$ cat config.mk
export PLATFORM = sky130hd
export DESIGN_NAME = read_handshake_retry_engine_top
export DESIGN_NICKNAME = d
export VERILOG_FILES = /design/src/rtl/rhre_pkg.sv /design/src/rtl/rhre_step.sv /design/src/rtl/read_handshake_retry_engine_top.sv
export SDC_FILE = /design/constraint.sdc
export NUM_CORES = 1
export LEC_CHECK = 0
export BUFFER_PORTS_ARGS = -buffer_cell sky130_fd_sc_hd__clkbuf_2
export CAP_MARGIN = 20
export CORE_MARGIN = 5
export CORE_UTILIZATION = 53
export CTS_BUF_LIST = sky130_fd_sc_hd__clkbuf_4 sky130_fd_sc_hd__clkbuf_8 sky130_fd_sc_hd__clkbuf_16
export CTS_CLUSTER_DIAMETER = 200
export CTS_CLUSTER_SIZE = 16
export DETAILED_ROUTE_END_ITERATION = 10
export PLACE_DENSITY = 0.82
export SLEW_MARGIN = 20
export SYNTH_ARGS = -nofsm -noshare
export SYNTH_HDL_FRONTEND = slang
export SYNTH_SLANG_ARGS = --single-unit
$ cat constraint.sdc
create_clock -name clock -period 3.4 [get_ports clock]
set_input_delay 0.34 -clock clock [delete_from_list [all_inputs] [get_ports clock]]
set_output_delay 0.34 -clock clock [all_outputs]
set_load 0.03 [all_outputs]
$ cat src/rtl/rhre_pkg.sv
// ----------------------------------------------------------------------------
// rhre_pkg
// Types and constants shared by the read handshake retry engine.
// ----------------------------------------------------------------------------
package rhre_pkg;

   localparam logic [3:0] REQ_CODE_HI = 4'hF;

   localparam logic [1:0] CSR_READY_TIMEOUT = 2'd0;
   localparam logic [1:0] CSR_ACK_INTERVAL  = 2'd1;
   localparam logic [1:0] CSR_ACK_TIMEOUT   = 2'd2;
   localparam logic [1:0] CSR_MAX_RETRIES   = 2'd3;

   localparam logic [8:0] RST_READY_TIMEOUT = 9'd300;
   localparam logic [5:0] RST_ACK_INTERVAL  = 6'd10;
   localparam logic [8:0] RST_ACK_TIMEOUT   = 9'd100;
   localparam logic [3:0] RST_MAX_RETRIES   = 4'd10;

   localparam logic       CMD_START = 1'b0;

   typedef enum logic [3:0] {
      PH_IDLE       = 4'b0001,
      PH_WAIT_READY = 4'b0010,
      PH_RECHECK    = 4'b0100,
      PH_WAIT_DROP  = 4'b1000
   } phase_type;

   typedef struct packed {
      logic        cmd;
      logic [15:0] address;
      logic        ready_req;
      logic [15:0] bus_data;
   } req_type;

   typedef struct packed {
      logic        issue_request;
      logic [19:0] request_word;
      logic        ack_toggle;
      logic        done_res;
      logic        failed;
      logic [15:0] read_value;
      logic [15:0] error_count;
   } rsp_type;

   typedef struct packed {
      logic [8:0] ready_timeout;
      logic [5:0] ack_retoggle_interval;
      logic [8:0] ack_timeout;
      logic [3:0] max_retries;
   } cfg_type;

   typedef struct packed {
      phase_type   phase;
      logic [15:0] held_address;
      logic [15:0] latched_data;
      logic [8:0]  poll_count;
      logic [5:0]  toggle_count;
      logic [3:0]  retry_count;
      logic [15:0] fail_total;
   } state_type;

endpackage

$ cat src/rtl/rhre_step.sv
// ----------------------------------------------------------------------------
// rhre_step
// Next-state and result logic for one item of the read handshake.
// ----------------------------------------------------------------------------
module rhre_step (
   input  rhre_pkg::state_type cur,
   input  rhre_pkg::cfg_type   cfg,
   input  rhre_pkg::req_type   item,
   output rhre_pkg::state_type nxt,
   output rhre_pkg::rsp_type   res
);

   logic [9:0] poll_inc;
   logic [6:0] toggle_inc;
   logic       retry_over;
   logic       do_retry;
   logic       do_fail;

   assign poll_inc   = {1'b0, cur.poll_count} + 10'd1;
   assign toggle_inc = {1'b0, cur.toggle_count} + 7'd1;
   assign retry_over = ({1'b0, cur.retry_count} + 5'd1) > {1'b0, cfg.max_retries};

   always_comb begin
      nxt      = cur;
      res      = '0;
      do_retry = 1'b0;
      do_fail  = 1'b0;
      if (item.cmd == rhre_pkg::CMD_START) begin
         nxt.held_address  = item.address;
         nxt.retry_count   = '0;
         nxt.poll_count    = '0;
         nxt.phase         = rhre_pkg::PH_WAIT_READY;
         res.issue_request = 1'b1;
      end else begin
         case (cur.phase)
            rhre_pkg::PH_WAIT_READY: begin
               if (item.ready_req) begin
                  nxt.latched_data = item.bus_data;
                  nxt.phase        = rhre_pkg::PH_RECHECK;
               end else if (poll_inc > {1'b0, cfg.ready_timeout}) begin
                  do_retry = 1'b1;
               end else begin
                  nxt.poll_count = poll_inc[8:0];
               end
            end
            rhre_pkg::PH_RECHECK: begin
               if (item.ready_req) begin
                  res.ack_toggle   = 1'b1;
                  nxt.poll_count   = '0;
                  nxt.toggle_count = '0;
                  nxt.phase        = rhre_pkg::PH_WAIT_DROP;
               end else begin
                  do_retry = 1'b1;
               end
            end
            rhre_pkg::PH_WAIT_DROP: begin
               if (!item.ready_req) begin
                  res.done_res   = 1'b1;
                  res.read_value = cur.latched_data;
                  nxt.phase      = rhre_pkg::PH_IDLE;
                  nxt.poll_count = '0;
               end else begin
                  // toggle_count tracks poll count modulo the interval
                  if (cfg.ack_retoggle_interval != '0 &&
                      toggle_inc == {1'b0, cfg.ack_retoggle_interval}) begin
                     res.ack_toggle   = 1'b1;
                     nxt.toggle_count = '0;
                  end else begin
                     nxt.toggle_count = toggle_inc[5:0];
                  end
                  if (poll_inc > {1'b0, cfg.ack_timeout}) begin
                     do_fail = 1'b1;
                  end else begin
                     nxt.poll_count = poll_inc[8:0];
                  end
               end
            end
            default: begin
            end
         endcase
      end

      if (do_retry) begin
         if (retry_over) begin
            do_fail = 1'b1;
         end else begin
            nxt.retry_count   = cur.retry_count + 4'd1;
            nxt.poll_count    = '0;
            nxt.phase         = rhre_pkg::PH_WAIT_READY;
            res.issue_request = 1'b1;
         end
      end

      if (do_fail) begin
         if (cur.fail_total != 16'hFFFF) begin
            nxt.fail_total = cur.fail_total + 16'd1;
         end
         nxt.phase      = rhre_pkg::PH_IDLE;
         nxt.poll_count = '0;
         res.done_res   = 1'b1;
         res.failed     = 1'b1;
         res.read_value = '0;
      end

      res.request_word = {rhre_pkg::REQ_CODE_HI, nxt.held_address};
      res.error_count  = nxt.fail_total;
   end

endmodule

$ cat src/rtl/read_handshake_retry_engine_top.sv
// ----------------------------------------------------------------------------
// read_handshake_retry_engine_top
// Requester side of a register-read handshake with ready/ack retries.
// ----------------------------------------------------------------------------
// An accepted item's result is registered in the output register. One item is
// taken per cycle while req_stall is low; the handshake state updates in a
// single pass. req_stall is high while a result is held and rsp_stall is high,
// and after a write to the ack interval register (retoggle phase rebuild).
// Reset (synchronous): phase idle, counters and error count zero, registers
// back to their default values, output register empty.
module read_handshake_retry_engine_top (
   input  logic              clock,
   input  logic              reset,
   input  logic              req_valid,
   output logic              req_stall,
   input  rhre_pkg::req_type req_data,
   output logic              rsp_valid,
   input  logic              rsp_stall,
   output rhre_pkg::rsp_type rsp_data,
   input  logic              csr_wen,
   input  logic [1:0]        csr_index,
   input  logic [8:0]        csr_wdata
);

   rhre_pkg::cfg_type   cfg_ff;
   rhre_pkg::state_type state_ff;
   rhre_pkg::state_type state_in;
   rhre_pkg::rsp_type   rsp_ff;
   rhre_pkg::rsp_type   rsp_in;
   logic                rsp_valid_ff;
   logic                accept;
   logic                resync_ff;
   logic [3:0]          resync_cnt_ff;
   logic [5:0]          resync_rem_ff;
   logic [5:0]          resync_rem_in;
   logic [6:0]          resync_trial;
   logic [6:0]          resync_diff;
   logic                resync_last;

   assign req_stall = (rsp_valid_ff & rsp_stall) | resync_ff;
   assign accept    = req_valid & ~req_stall;
   assign rsp_valid = rsp_valid_ff;
   assign rsp_data  = rsp_ff;

   // poll_count modulo the new interval, one dividend bit per cycle, MSB first
   assign resync_trial  = {resync_rem_ff, state_ff.poll_count[4'd8 - resync_cnt_ff]};
   assign resync_diff   = resync_trial - {1'b0, cfg_ff.ack_retoggle_interval};
   assign resync_rem_in = (resync_trial >= {1'b0, cfg_ff.ack_retoggle_interval}) ?
                          resync_diff[5:0] : resync_trial[5:0];
   assign resync_last   = (resync_cnt_ff == 4'd8);

   rhre_step u_step (
      .cur  (state_ff),
      .cfg  (cfg_ff),
      .item (req_data),
      .nxt  (state_in),
      .res  (rsp_in)
   );

   always_ff @(posedge clock) begin
      if (reset) begin
         cfg_ff.ready_timeout         <= rhre_pkg::RST_READY_TIMEOUT;
         cfg_ff.ack_retoggle_interval <= rhre_pkg::RST_ACK_INTERVAL;
         cfg_ff.ack_timeout           <= rhre_pkg::RST_ACK_TIMEOUT;
         cfg_ff.max_retries           <= rhre_pkg::RST_MAX_RETRIES;
      end else if (csr_wen) begin
         case (csr_index)
            rhre_pkg::CSR_READY_TIMEOUT: cfg_ff.ready_timeout         <= csr_wdata;
            rhre_pkg::CSR_ACK_INTERVAL:  cfg_ff.ack_retoggle_interval <= csr_wdata[5:0];
            rhre_pkg::CSR_ACK_TIMEOUT:   cfg_ff.ack_timeout           <= csr_wdata;
            rhre_pkg::CSR_MAX_RETRIES:   cfg_ff.max_retries           <= csr_wdata[3:0];
            default: begin
            end
         endcase
      end
   end

   always_ff @(posedge clock) begin
      if (reset) begin
         resync_ff     <= 1'b0;
         resync_cnt_ff <= '0;
         resync_rem_ff <= '0;
      end else if (csr_wen && csr_index == rhre_pkg::CSR_ACK_INTERVAL) begin
         resync_ff     <= 1'b1;
         resync_cnt_ff <= '0;
         resync_rem_ff <= '0;
      end else if (resync_ff) begin
         resync_cnt_ff <= resync_cnt_ff + 4'd1;
         resync_rem_ff <= resync_rem_in;
         if (resync_last) begin
            resync_ff <= 1'b0;
         end
      end
   end

   always_ff @(posedge clock) begin
      if (reset) begin
         state_ff.phase        <= rhre_pkg::PH_IDLE;
         state_ff.held_address <= '0;
         state_ff.latched_data <= '0;
         state_ff.poll_count   <= '0;
         state_ff.toggle_count <= '0;
         state_ff.retry_count  <= '0;
         state_ff.fail_total   <= '0;
      end else if (accept) begin
         state_ff <= state_in;
      end else if (resync_ff && resync_last) begin
         state_ff.toggle_count <= resync_rem_in;
      end
   end

   always_ff @(posedge clock) begin
      if (reset) begin
         rsp_valid_ff <= 1'b0;
      end else if (accept) begin
         rsp_valid_ff <= 1'b1;
      end else if (!rsp_stall) begin
         rsp_valid_ff <= 1'b0;
      end
   end

   always_ff @(posedge clock) begin
      if (accept) begin
         rsp_ff <= rsp_in;
      end
   end

endmodule

# Yosys cells after proc, flatten, opt, wreduce, memory -nomap -nowiden
# Index checks and enable logic that the tools add are counted.
classes:
  n_eq_ne: 14
  add_sub_neg: 8
  n_mux: 62
  order_cmp: 5
  reduce_logical: 14
  bitwise: 6
ops:
  columns: ["op", "count"]
  rows:
  - ["16-bit 2-to-1 mux", 6]
  - ["9-bit 2-to-1 mux", 8]
  - ["4-bit 2-to-1 mux", 10]
  - ["6-bit 2-to-1 mux", 6]
  - ["9-bit one-hot mux with 3 select lines", 1]
  - ["1-bit 2-to-1 mux", 24]
  - ["10-bit by 9-bit greater-than comparator with 1-bit output", 2]
  - ["17-bit 2-to-1 mux", 1]
  - ["16-bit by 1-bit adder with 16-bit output (second input constant)", 1]
  - ["16-bit != test (second input constant)", 1]
  - ["15-bit 2-to-1 mux", 1]
  - ["4-bit one-hot mux with 3 select lines", 1]
  - ["6-bit one-hot mux with 2 select lines", 1]
  - ["9-bit by 1-bit adder with 10-bit output (second input constant)", 1]
  - ["4-bit by 1-bit adder with 4-bit output (second input constant)", 2]
  - ["4-bit equality test (second input constant)", 2]
  - ["2-bit AND reduction", 4]
  - ["6-bit by 1-bit adder with 7-bit output (second input constant)", 1]
  - ["7-bit by 6-bit equality test with 1-bit output", 1]
  - ["7-bit by 6-bit >= comparator with 1-bit output", 1]
  - ["3-bit != test (second input constant)", 2]
  - ["6-bit nonzero test", 1]
  - ["6-bit subtractor", 1]
  - ["4-bit by 1-bit adder with 5-bit output (second input constant)", 1]
  - ["22 further kinds", 29]
word_totals:
  out_inout_bits: 58
  reg_bits: 163
  elab_cells: 131

# Logic depth before layout (Yosys ltp)
# Gate-level depths: netlist of run 1.
depth:
  ltp_word: 9
  mapped_depth: 16
  ltp_nobuf: 14

# Modules after synthesis
# Synthesis of run 1 repeated with hierarchy kept, for this count alone.
hier_totals:
  hier_cells: 1024
  area_unflattened_um2: 9267.6
modules_own_cells:
  columns: ["module", "seq_area_each_um2", "n_inst", "cells_per_inst", "area_per_inst_um2"]
  rows:
  - ["read_handshake_retry_engine_top", 3903.7, 1, 596, 6194.7]
  - ["rhre_step", 0.0, 1, 428, 3072.9]

# Worst setup path after synthesis of run 1
# No wires, ideal clock.
synth_timing:
  path_type: "register to register"
  startpoint: "register resync_cnt_ff[0]"
  endpoint: "register state_ff[24] (netlist bit)"
  arrival_ns: 3.517
  stages_incl_launch_ff: 15
  setup_ns: 0.132
  required_time_ns: 3.268
  slack_ns: -0.248
  period_less_slack_ns: 3.648
  cell_sequence: "dfxtp_1 > clkbuf_1 > inv_1 > ha_1 > mux4_1 > mux2_2 > a21oi_1 > ha_1 > nand3_1 > nor2_1 > or4_1 > o32ai_1 > mux2_2 > a221oi_1 > nor3_1"
synth_via:
  elab_chain_cells: 7
  word_cells_on_any_way: 12
  classes_between: "2 x add/sub; 1 x order compare; 1 x eq/ne; 5 x mux; 3 x reduce/logical"
synth_lines:
  columns: ["item", "line", "text"]
  rows:
  - ["start, declared", "read_handshake_retry_engine_top.sv:33", "logic [3:0] resync_cnt_ff;"]
  - ["start signal, assigned", "read_handshake_retry_engine_top.sv:88", "resync_cnt_ff <= resync_cnt_ff + 4'd1;"]
  - ["4-bit subtractor", "read_handshake_retry_engine_top.sv:46", "assign resync_trial = {resync_rem_ff, state_ff.poll_count[4'd8 - resync_cnt_ff]};"]
  - ["1-bit binary-select mux with 4-bit select", "read_handshake_retry_engine_top.sv:46", null]
  - ["1-bit 2-to-1 mux (not written as such)", "read_handshake_retry_engine_top.sv:46", null]
  - ["6-bit subtractor or 7-bit by 6-bit >= comparator with 1-bit output (tied branches)", "read_handshake_retry_engine_top.sv:47, read_handshake_retry_engine_top.sv:48", null]
  - ["6-bit 2-to-1 mux", "read_handshake_retry_engine_top.sv:48", "assign resync_rem_in = (resync_trial >= {1'b0, cfg_ff.ack_retoggle_interval}) ?"]
  - ["6-bit 2-to-1 mux", "read_handshake_retry_engine_top.sv:107", "end else if (resync_ff && resync_last) begin"]
  - ["6-bit 2-to-1 mux", "read_handshake_retry_engine_top.sv:105", "end else if (accept) begin"]
  - ["end signal, assigned", "read_handshake_retry_engine_top.sv:106", "state_ff <= state_in;"]
  - ["end, declared", "read_handshake_retry_engine_top.sv:26", "rhre_pkg::state_type state_ff;"]
# Several ways; a longest one is shown, not always the timed one. The select of a mux whose other input is x is not followed.
# A chain may end at the register's enable or synchronous reset.

# Final worst setup path of run 1
layout_timing:
  startpoint: "register state_ff[31] (netlist bit)"
  endpoint: "register state_ff[68] (netlist bit)"
layout_via:
  elab_chain_cells: 9
  word_cells_on_any_way: 15
  classes_between: "1 x add/sub; 2 x order compare; 12 x mux"
layout_lines:
  columns: ["item", "line", "text"]
  rows:
  - ["9-bit by 1-bit adder with 10-bit output (*)", "rhre_step.sv:19", "assign poll_inc = {1'b0, cur.poll_count} + 10'd1;"]
  - ["10-bit by 9-bit greater-than comparator with 1-bit output", "rhre_step.sv:71", "if (poll_inc > {1'b0, cfg.ack_timeout}) begin"]
  - ["1-bit 2-to-1 mux", "rhre_step.sv:71", null]
  - ["1-bit 2-to-1 mux", "rhre_step.sv:57", "if (!item.ready_req) begin"]
  - ["1-bit 2-to-1 mux", "rhre_step.sv:35", "case (cur.phase)"]
  - ["1-bit 2-to-1 mux", "rhre_step.sv:28", "if (item.cmd == rhre_pkg::CMD_START) begin"]
  - ["1-bit 2-to-1 mux", "rhre_step.sv:84", "if (retry_over) begin"]
  - ["1-bit 2-to-1 mux", "rhre_step.sv:83", "if (do_retry) begin"]
  - ["4-bit 2-to-1 mux (*)", "rhre_step.sv:94", "if (do_fail) begin"]
# Every way passes the cells marked *; elsewhere a longest branch is shown, timed or not.

==> impl_metrics.env, run 1 <==
export IMPL_min_period_over_period_pct=98.4
export IMPL_postSynthCellCount=908
export IMPL_max_clock_freq_ghz=0.299
export IMPL_dp_hpwl_um=14000
export IMPL_synth_avg_cell_area_um2=9.20
export IMPL_yosysWarnings=0
export IMPL_crit_start="state_ff[31]"
export IMPL_synthArstFlopShare_pct=0
export IMPL_io_pins=108
export IMPL_path_class="register to register"
export IMPL_ys_ff_latch=163
export IMPL_port_buffers=103
export IMPL_vdd_drop_max_uv=363
export IMPL_ys_flop_type="dfxtp_1"
export IMPL_tns_ns=0
export IMPL_status="finished, final reports clean"
export IMPL_die_h_um=136
export IMPL_worstMarginPinSlew_ns=1.05
export IMPL_switching_power_uw=1230
export IMPL_maxCapViolations=0
export IMPL_ys_seq_area_share_pct=45.3
export IMPL_die_area_um2=18400
export IMPL_cts_buffers=17
export IMPL_critPathCaptureType="register"
export IMPL_worstPathMaxFanout=13
export IMPL_routed_wl_um=21600
export IMPL_start_util_pct=54.6
export IMPL_detail_route_antenna_nets=0
export IMPL_htree_levels=4
export IMPL_tritoncts="yes"
export IMPL_vias=7300
export IMPL_synth_edf_count=52
export IMPL_power_density_nw_per_um2=457
export IMPL_dieWidth_um=136
export IMPL_drt_iter0_markers=760
export IMPL_period_minus_slack_ns=3.35
export IMPL_num_nets_final=1113
export IMPL_grt_max_degree=88
export IMPL_final_setup_viol_count=0
export IMPL_antennaDiodeCount=0
export IMPL_cp_arrival_ns=3.71
export IMPL_ys_types=71
export IMPL_vias_per_cell=5.83
export IMPL_required_ns=3.77
export IMPL_area_delta_synth_final_pct=23.5
export IMPL_worst_hold_path_type="input port to register"
export IMPL_drv_slew=0
export IMPL_clockPowerShare_pct=44.8
export IMPL_internal_power_uw=3480
export IMPL_layout_drive_gt1_share_pct=25.9
export IMPL_grt_total_usage_pct=22.6
export IMPL_pwr_share_comb_pct=10.3
export IMPL_pre_cts_ws_ns=-0.113
export IMPL_clock_latency_ns=0.43
export IMPL_rrSetupSlack_ns=0.05
export IMPL_grt_pass1_vias=6797
export IMPL_rsz0062_at_grt="true"
export IMPL_clock_sinks=163
export IMPL_remaining_drc_errors=0
export IMPL_ctsHoldBuffers=0
export IMPL_antenna_found_initial=0
export IMPL_first_pass_iters=5
export IMPL_netlist_area_um2=8350
export IMPL_gp_congestion=0.898
export IMPL_hold_start="req_data[2]"
export IMPL_core_um2=15300
export IMPL_clock_skew_ns=0.0133
export IMPL_switching_share_pct=26.2
export IMPL_clk_pin_slew_worst_paths_ns=0.07
export IMPL_rows=45
export IMPL_relSlewSlack_pct=29.8
export IMPL_clockRootBuffer="clkbuf_16"
export IMPL_total_leakage_power_uw=0.00422
export IMPL_wl_per_cell_um=17.3
export IMPL_grt_overflow=0
export IMPL_grt_pass1_wl_um=33400
export IMPL_cts_path_max_buffers=2
export IMPL_finalWorstSetupSlack_ns=0.0537
export IMPL_worstSetupStartpointType="register"
export IMPL_hold_viol=0
export IMPL_timing_rr_start="state_ff[31]"
export IMPL_p_seq_share_pct=44.9
## what timing repair did
item / CTS / global route
pin swaps: 4 / 19
gates resized for setup: 12 / 52
setup buffers: 0 / 8
setup endpoints to repair: 46 / 58
cloned: 0 / 1
## worst max-delay path, stage by stage, from the launching register on
cell      delay [ns]
dfxtp_1         0.66
and3_4          0.32
xor2_2          0.19
ha_1            0.29
a21o_1          0.20
a21oi_4         0.19
nand4b_1        0.22
a211oi_4        0.39
o31ai_4         0.13
buf_4           0.22
a221oi_2        0.30
o31a_1          0.17
## area by class of cell
class	instances	area, µm²
inverter	40	150
multi-input combinational	653	4510
timing repair buffer	153	932
clock inverter	14	214
fill	1168	5000
tap	211	264
clock buffer	18	450
sequential	163	3790
## through the flow
step | cell area [µm²] | power [µW] | utilization, % | hold slack, ns | cells
floorplan | 8380 | 2460 | - | 0.432 | 911
global placement | 9240 | 2600 | 60.3 | 0.438 | 1212
detailed placement | 9240 | 2610 | 60.3 | 0.443 | 1212
CTS | 9970 | 4710 | 65.1 | 0.125 | 1244
global route | 10300 | 4870 | 67.4 | 0.134 | 1252
finish | 10300 | 4720 | 67.4 | 0.133 | 1252
## cells in the mapped netlist (all sizes together), types with 6 or more instances
cell type,instances,area [µm²]
mux2,26,293
edfxtp,52,1560
a221oi,6,52.6
clkbuf,34,128
xnor2,22,193
buf,21,126
a21oi,81,405
mux2i,14,140
nor3b,10,75.1
ha,34,425
xor2,15,131
nand3,38,190
inv,40,150
o211ai,12,90.1
nand3b,7,52.6
o21ai,23,115
nor3,19,95.1
and3,27,174
dfxtp,111,2220
nand2,136,513
nor2b,11,68.8
a211oi,7,57.6
nand4,9,56.3
a31oi,14,87.6
a21o,6,45.0
nor2,53,201
o31ai,6,45.0
## registers in the layout (all words and copies together), names as in the netlist
register / flops
cfg_ff: 28
resync_cnt_ff: 4
resync_ff: 1
resync_rem_ff: 6
rsp_data: 52
rsp_valid: 1
state_ff: 71
## power groups by stage
stage / Clock, µW / Sequential (µW) / Combinational, µW
global route: 2230 / 2120 / 524
global placement: 0 / 2160 / 443
finish: 2110 / 2120 / 487
detailed placement: 0 / 2160 / 453
floorplan: 0 / 2240 / 225
CTS: 2130 / 2120 / 460
## routing by layer
metal / up-vias / GRT usage, % / part of all wire (%)
li1: 3497 / - / -
met1: 3461 / 28.3 / 41
met2: 288 / 38.6 / 50
met3: 54 / 4.83 / 5.9
met4: 0 / 8.01 / 2.8
met5: - / 0 / 0
## layout by cell type (no fill, tap or decap), types with 5 or more instances in the layout
cell,n
nand3_1,37
xor2_1,9
xor2_2,5
nor2b_1,11
and3_1,22
a31oi_1,14
buf_4,45
clkbuf_2,103
nand2_1,134
mux2i_1,11
dfxtp_1,106
a21oi_1,77
nor2_1,51
xnor2_1,22
nor3b_1,8
ha_1,29
nand3b_1,7
inv_1,39
a21o_1,6
mux2_2,24
nor3_1,17
nor4_1,5
o211ai_1,12
and3_4,5
o21ai_0,21
edfxtp_1,52
clkbuf_16,19
nand4_1,9
a211oi_1,5
## path summary, 6_finish.rpt
| path | end | depth (start not counted) |
|---|---|---|
| worst min-delay path | state_ff[37] | 3 |
| worst min register to register | state_ff[40] | 2 |
| worst max-delay path | state_ff[68] | 11 |
| worst max register to register | state_ff[68] | 11 |
## logic make-up after synthesis
family                     after synthesis  synth area share, %
and+or+nand+nor                        345                 20.2
AOI/OAI and AO/OA                      190                 14.7
DFF                                    163                 45.3
buffers and inverters                   95                 4.84
muxes                                   42                 5.77
xor gates and xnor gates                37                 3.88
adders and majority gates               35                 5.33
other                                    1               0.0449
Note: power is estimated with default switching activity, not from simulation.
==> inputs of run 2 (changes only) <==
CELL_PAD_IN_SITES_DETAIL_PLACEMENT = 0   (was unset)
CELL_PAD_IN_SITES_GLOBAL_PLACEMENT = 1   (was unset)
CORE_UTILIZATION = 40   (was 53)
PLACE_DENSITY = 0.81   (was 0.82)
==> run 2 against run 1 <==
Effect of this change: the flow now finishes with violations (negative setup slack); non-clock buffer count rose by 19; die area up 30%; first-iteration DRC count is 48% lower; largest cell class unchanged; highest routed layer unchanged.
==> impl_metrics.env, run 2 (same netlist as run 1, synthesis figures left out) <==
export IMPL_status="complete, but fails checks"
export IMPL_failed_checks="negative setup slack"
export IMPL_worstMarginPinSlew_ns=1.09
export IMPL_dp_hpwl_um=14500
export IMPL_worstSetupStartpointType="register"
export IMPL_clockRootBuffer="clkbuf_16"
export IMPL_layout_commonest_cell="nand2_1"
export IMPL_fillers=1928
export IMPL_clock_sinks=163
export IMPL_r2r_cells=13
export IMPL_rrSetupSlack_ns=-0.04
export IMPL_die_h_um=155
export IMPL_cp_arrival_ns=3.61
export IMPL_rows=52
export IMPL_num_nets_final=1133
export IMPL_required_ns=3.58
export IMPL_first_pass_iters=5
export IMPL_vias=7099
export IMPL_io_pins=108
export IMPL_worst_hold_path_type="input port to register"
export IMPL_clock_skew_ns=0.0122
export IMPL_whs_path_depth=3
export IMPL_min_period_over_period_pct=101
export IMPL_die_area_um2=23900
export IMPL_total_leakage_power_uw=0.00429
export IMPL_antenna_found_initial=0
export IMPL_tritoncts="yes"
export IMPL_drv_slew=0
export IMPL_start_util_pct=40.9
export IMPL_grt_total_usage_pct=17.4
export IMPL_drt_iter0_markers=393
export IMPL_routed_wl_um=21700
export IMPL_dieWidth_um=155
export IMPL_placed_cells=1282
export IMPL_path_class="register to register"
export IMPL_layout_drive_gt1_share_pct=28.1
export IMPL_finalWorstSetupSlack_ns=-0.0381
export IMPL_grt_pass1_wl_um=34300
export IMPL_grt_max_degree=88
export IMPL_remaining_drc_errors=0
export IMPL_core_um2=20400
export IMPL_detail_route_antenna_nets=0
export IMPL_vdd_drop_max_uv=298
export IMPL_power_density_nw_per_um2=432
export IMPL_hold_viol=0
export IMPL_maxCapViolations=0
export IMPL_relSlewSlack_pct=27.2
export IMPL_hold_start="req_data[3]"
export IMPL_vias_per_cell=5.33
export IMPL_wl_per_cell_um=16.3
export IMPL_area_delta_synth_final_pct=25.7
export IMPL_clock_latency_ns=0.43
export IMPL_finalNonFillerCells=1331
export IMPL_max_clock_freq_ghz=0.291
export IMPL_clk_pin_slew_worst_paths_ns=0.07
export IMPL_critPathCaptureType="register"
export IMPL_gp_congestion=0.848
export IMPL_timing_rr_start="state_ff[27]"
export IMPL_period_minus_slack_ns=3.44
export IMPL_r2r_end="rsp_data[12]"
export IMPL_stdcell_area_um2=10500
export IMPL_placed_area_um2=9400
export IMPL_grt_pass1_vias=6910
export IMPL_htree_levels=4
export IMPL_cts_path_max_buffers=2
export IMPL_final_setup_viol_count=4
export IMPL_port_buffers=103
export IMPL_largest_register_ffs=71
export IMPL_antennaDiodeCount=0
export IMPL_hold_end="state_ff[38]"
export IMPL_pre_cts_ws_ns=-0.189
export IMPL_final_cell_mix="nand2_1, dfxtp_1, clkbuf_2"
export IMPL_top_register="state_ff"
export IMPL_rsz0062_at_grt="true"
export IMPL_postLayoutCoreUtil_pct=51.4
export IMPL_worstPathMaxFanout=8
export IMPL_cts_buffers=17
export IMPL_grt_overflow=0
export IMPL_ctsHoldBuffers=0
[run 2: worst max path at each step]
stage	startpoint	end	slack, ns
floorplan	resync_cnt_ff[0]	state_ff[24]	-0.01
detailed placement	state_ff[26]	rsp_data[7]	-0.19
CTS	state_ff[26]	state_ff[2]	0.01
global route	state_ff[27]	rsp_data[14]	-0.14
global placement	state_ff[28]	state_ff[28]	-0.07
finish	state_ff[27]	rsp_data[12]	-0.04
[run 2: area by class of cell]
class                      count  area, µm²  area share, %
clock buffer                  17        425           4.05
clock inverter                15        184           1.75
inverter                      40        150           1.43
multi-input combinational    654       4550           43.3
sequential                   163       3800           36.2
tap                          270        338           3.22
timing repair buffer         172       1050           10.0
[run 2: layer usage]
metal  vias to the layer above  global-route usage, %  routed length, µm
met5                         -                      0                  0
met4                         0                   4.25                216
met3                        18                   3.83                947
met2                       152                   29.6              10600
met1                      3396                   22.5               9890
li1                       3533                      -                  -
[run 2: where the power goes]
part,switching [µW],leakage (µW),internal [µW]
registers,35.7,0.00142,2080
clock network,938,0.000295,999
logic,319,0.00257,163
total,1290,0.00429,3240
[run 2: metrics by stage]
stage               power, µW  setup TNS (ns)  hold WS [ns]
floorplan                2460         -0.0141         0.432
global placement         2620          -0.699         0.438
detailed placement       2620           -3.52         0.442
CTS                      4560               0         0.114
global route             4710           -2.81         0.120
finish                   4530         -0.0876         0.131
[run 2: what timing repair did]
| action | CTS | global route |
|---|---|---|
| setup buffers | 4 | 11 |
| gates cloned | 0 | 2 |
| gates resized for setup | 13 | 58 |
| pin swaps | 4 | 22 |
| endpoints found under the setup margin | 53 | 55 |
[run 2: critical path, cell delays in order, from the launching register on]
cell and delay, ns:
dfxtp_4 0.39, ha_4 0.13, and3_4 0.22, nand2_4 0.07, nor2_4 0.13, xor2_2 0.22, buf_4 0.16, ha_4 0.19
a211o_1 0.28, a211oi_2 0.39, a221o_2 0.35, o31ai_4 0.17, nand3_2 0.13, mux2_2 0.34
==> inputs of run 3 (changes only) <==
SKIP_CTS_REPAIR_TIMING = 1   (was unset)
==> run 3 against run 2 <==
Effect of this change: the run now ends clean; flip-flop and latch count did not move; first-iteration DRC count rose by 24%; power rose by 0.13%; critical path type unchanged; design area rose by 1.3%; via count rose by 0.82%; final cell count did not move.
==> impl_metrics.env, run 3 (same netlist as run 1, synthesis figures left out) <==
export IMPL_status="finished, final reports clean"
export IMPL_clockPowerShare_pct=42.7
export IMPL_antennaDiodeCount=0
export IMPL_detail_route_antenna_nets=0
export IMPL_multi_input_area_um2=4650
export IMPL_postLayoutCoreUtil_pct=52.1
export IMPL_gp_congestion=0.848
export IMPL_pre_cts_ws_ns=-0.189
export IMPL_critPathCaptureType="register"
export IMPL_r2r_cells=14
export IMPL_clock_latency_ns=0.43
export IMPL_top_register="state_ff"
export IMPL_grt_pass1_wl_um=34100
export IMPL_core_um2=20400
export IMPL_rows=52
export IMPL_cp_num_buf_inv=2
export IMPL_crit_family="simple AND/OR/NAND/NOR gates"
export IMPL_io_pins=108
export IMPL_pwr_share_comb_pct=10.8
export IMPL_cp_slowest_cell="dfxtp_4"
export IMPL_rsz0062_at_grt="true"
export IMPL_grt_overflow=0
export IMPL_tritoncts="yes"
export IMPL_cp_depth=14
export IMPL_hold_viol=0
export IMPL_die_h_um=155
export IMPL_finalNonFillerCells=1331
export IMPL_routed_wl_um=21900
export IMPL_relSlewSlack_pct=29.6
export IMPL_area_delta_synth_final_pct=27.3
export IMPL_worstPathMaxFanout=5
export IMPL_cp_arrival_ns=3.57
export IMPL_final_cell_mix="nand2_1, dfxtp_1, clkbuf_2"
export IMPL_wl_per_cell_um=16.5
export IMPL_max_clock_freq_ghz=0.294
export IMPL_cp_common_cell="and3_4"
export IMPL_clockRootBuffer="clkbuf_16"
export IMPL_largest_register_ffs=71
export IMPL_drv_slew=0
export IMPL_period_minus_slack_ns=3.40
export IMPL_required_ns=3.58
export IMPL_grt_max_degree=88
export IMPL_whs_path_depth=3
export IMPL_num_nets_final=1133
export IMPL_fillers=1898
export IMPL_placed_cells=1282
export IMPL_first_pass_iters=5
export IMPL_switching_power_uw=1300
export IMPL_total_leakage_power_uw=0.00433
export IMPL_path_cells="and3_4, and3_4, and3_4, xor2_4, ha_4, a21o_1, a21oi_4, nand4b_1, a211oi_2, buf_4, o31ai_4, buf_12, nand3_2, mux2_2"
export IMPL_clk_pin_slew_worst_paths_ns=0.07
export IMPL_clock_skew_ns=0.0131
export IMPL_port_buffers=103
export IMPL_critPathMaxStageDelay_ns=0.38
export IMPL_worst_hold_path_type="input port to register"
export IMPL_remaining_drc_errors=0
export IMPL_htree_levels=4
export IMPL_seq_area_um2=3800
export IMPL_antenna_found_initial=0
export IMPL_p_seq_share_pct=46.6
export IMPL_power_density_nw_per_um2=427
export IMPL_grt_pass1_vias=6834
export IMPL_vias=7157
export IMPL_finalWorstSetupSlack_ns=0.000983
export IMPL_maxCapViolations=0
export IMPL_drt_iter0_markers=489
export IMPL_min_period_over_period_pct=100
export IMPL_worstMarginPinSlew_ns=1.05
export IMPL_vdd_drop_max_uv=299
export IMPL_start_util_pct=40.9
export IMPL_final_setup_viol_count=0
export IMPL_layout_drive_gt1_share_pct=28.6
export IMPL_path_class="register to register"
export IMPL_layout_commonest_cell="nand2_1"
export IMPL_dieWidth_um=155
export IMPL_dp_hpwl_um=14500
export IMPL_worstSetupStartpointType="register"
export IMPL_cts_path_max_buffers=2
export IMPL_internal_power_uw=3240
export IMPL_vias_per_cell=5.38
export IMPL_clock_sinks=163
export IMPL_tns_ns=0
export IMPL_die_area_um2=23900
export IMPL_cts_buffers=17
export IMPL_grt_total_usage_pct=17.3
export IMPL_switching_share_pct=28.6
[run 3: metrics by stage]
step / area, µm² / hold WS, ns / power (µW)
finish: 10600 / 0.131 / 4540
global route: 10600 / 0.120 / 4720
CTS: 10000 / 0.114 / 4560
detailed placement: 9400 / 0.442 / 2620
global placement: 9400 / 0.438 / 2620
floorplan: 8380 / 0.432 / 2460
[run 3: worst register-to-register path, stage by stage, from the launching register on]
cell and delay, ns:
dfxtp_4 0.38, and3_4 0.19, and3_4 0.21, and3_4 0.23, xor2_4 0.20, ha_4 0.24
a21o_1 0.18, a21oi_4 0.20, nand4b_1 0.21, a211oi_2 0.28, buf_4 0.18, o31ai_4 0.08
buf_12 0.16, nand3_2 0.08, mux2_2 0.33
[run 3: layer usage]
layer / routed length (µm) / vias up / track usage (%)
li1: - / 3541 / -
met5: 0 / - / 0
met3: 1110 / 22 / 3.80
met1: 9850 / 3419 / 22.5
met4: 187 / 0 / 3.66
met2: 10800 / 175 / 29.6
[run 3: final cells by class]
type	instances	area share (%)
tap	270	3.18
multi-input combinational	655	43.7
inverter	40	1.41
sequential	163	35.7
clock buffer	17	4.00
timing repair buffer	171	10.2
clock inverter	15	1.73
[run 3: power groups by stage]
stage / Sequential (µW) / Clock (µW) / Combinational [µW]
final: 2110 / 1940 / 489
after floorplan: 2240 / 0 / 225
after CTS: 2120 / 1980 / 461
after detailed placement: 2160 / 0 / 459
after global routing: 2120 / 2070 / 528
after global placement: 2160 / 0 / 454
[run 3: final timing paths]
| kind | to | from | slack, ns |
|---|---|---|---|
| setup reg to reg | rsp_data[14] | state_ff[27] | 0.001 |
| setup / recovery | rsp_data[14] | state_ff[27] | 0.001 |
| hold / removal | state_ff[38] | req_data[3] | 0.13 |
| hold reg to reg | state_ff[42] | state_ff[42] | 0.45 |
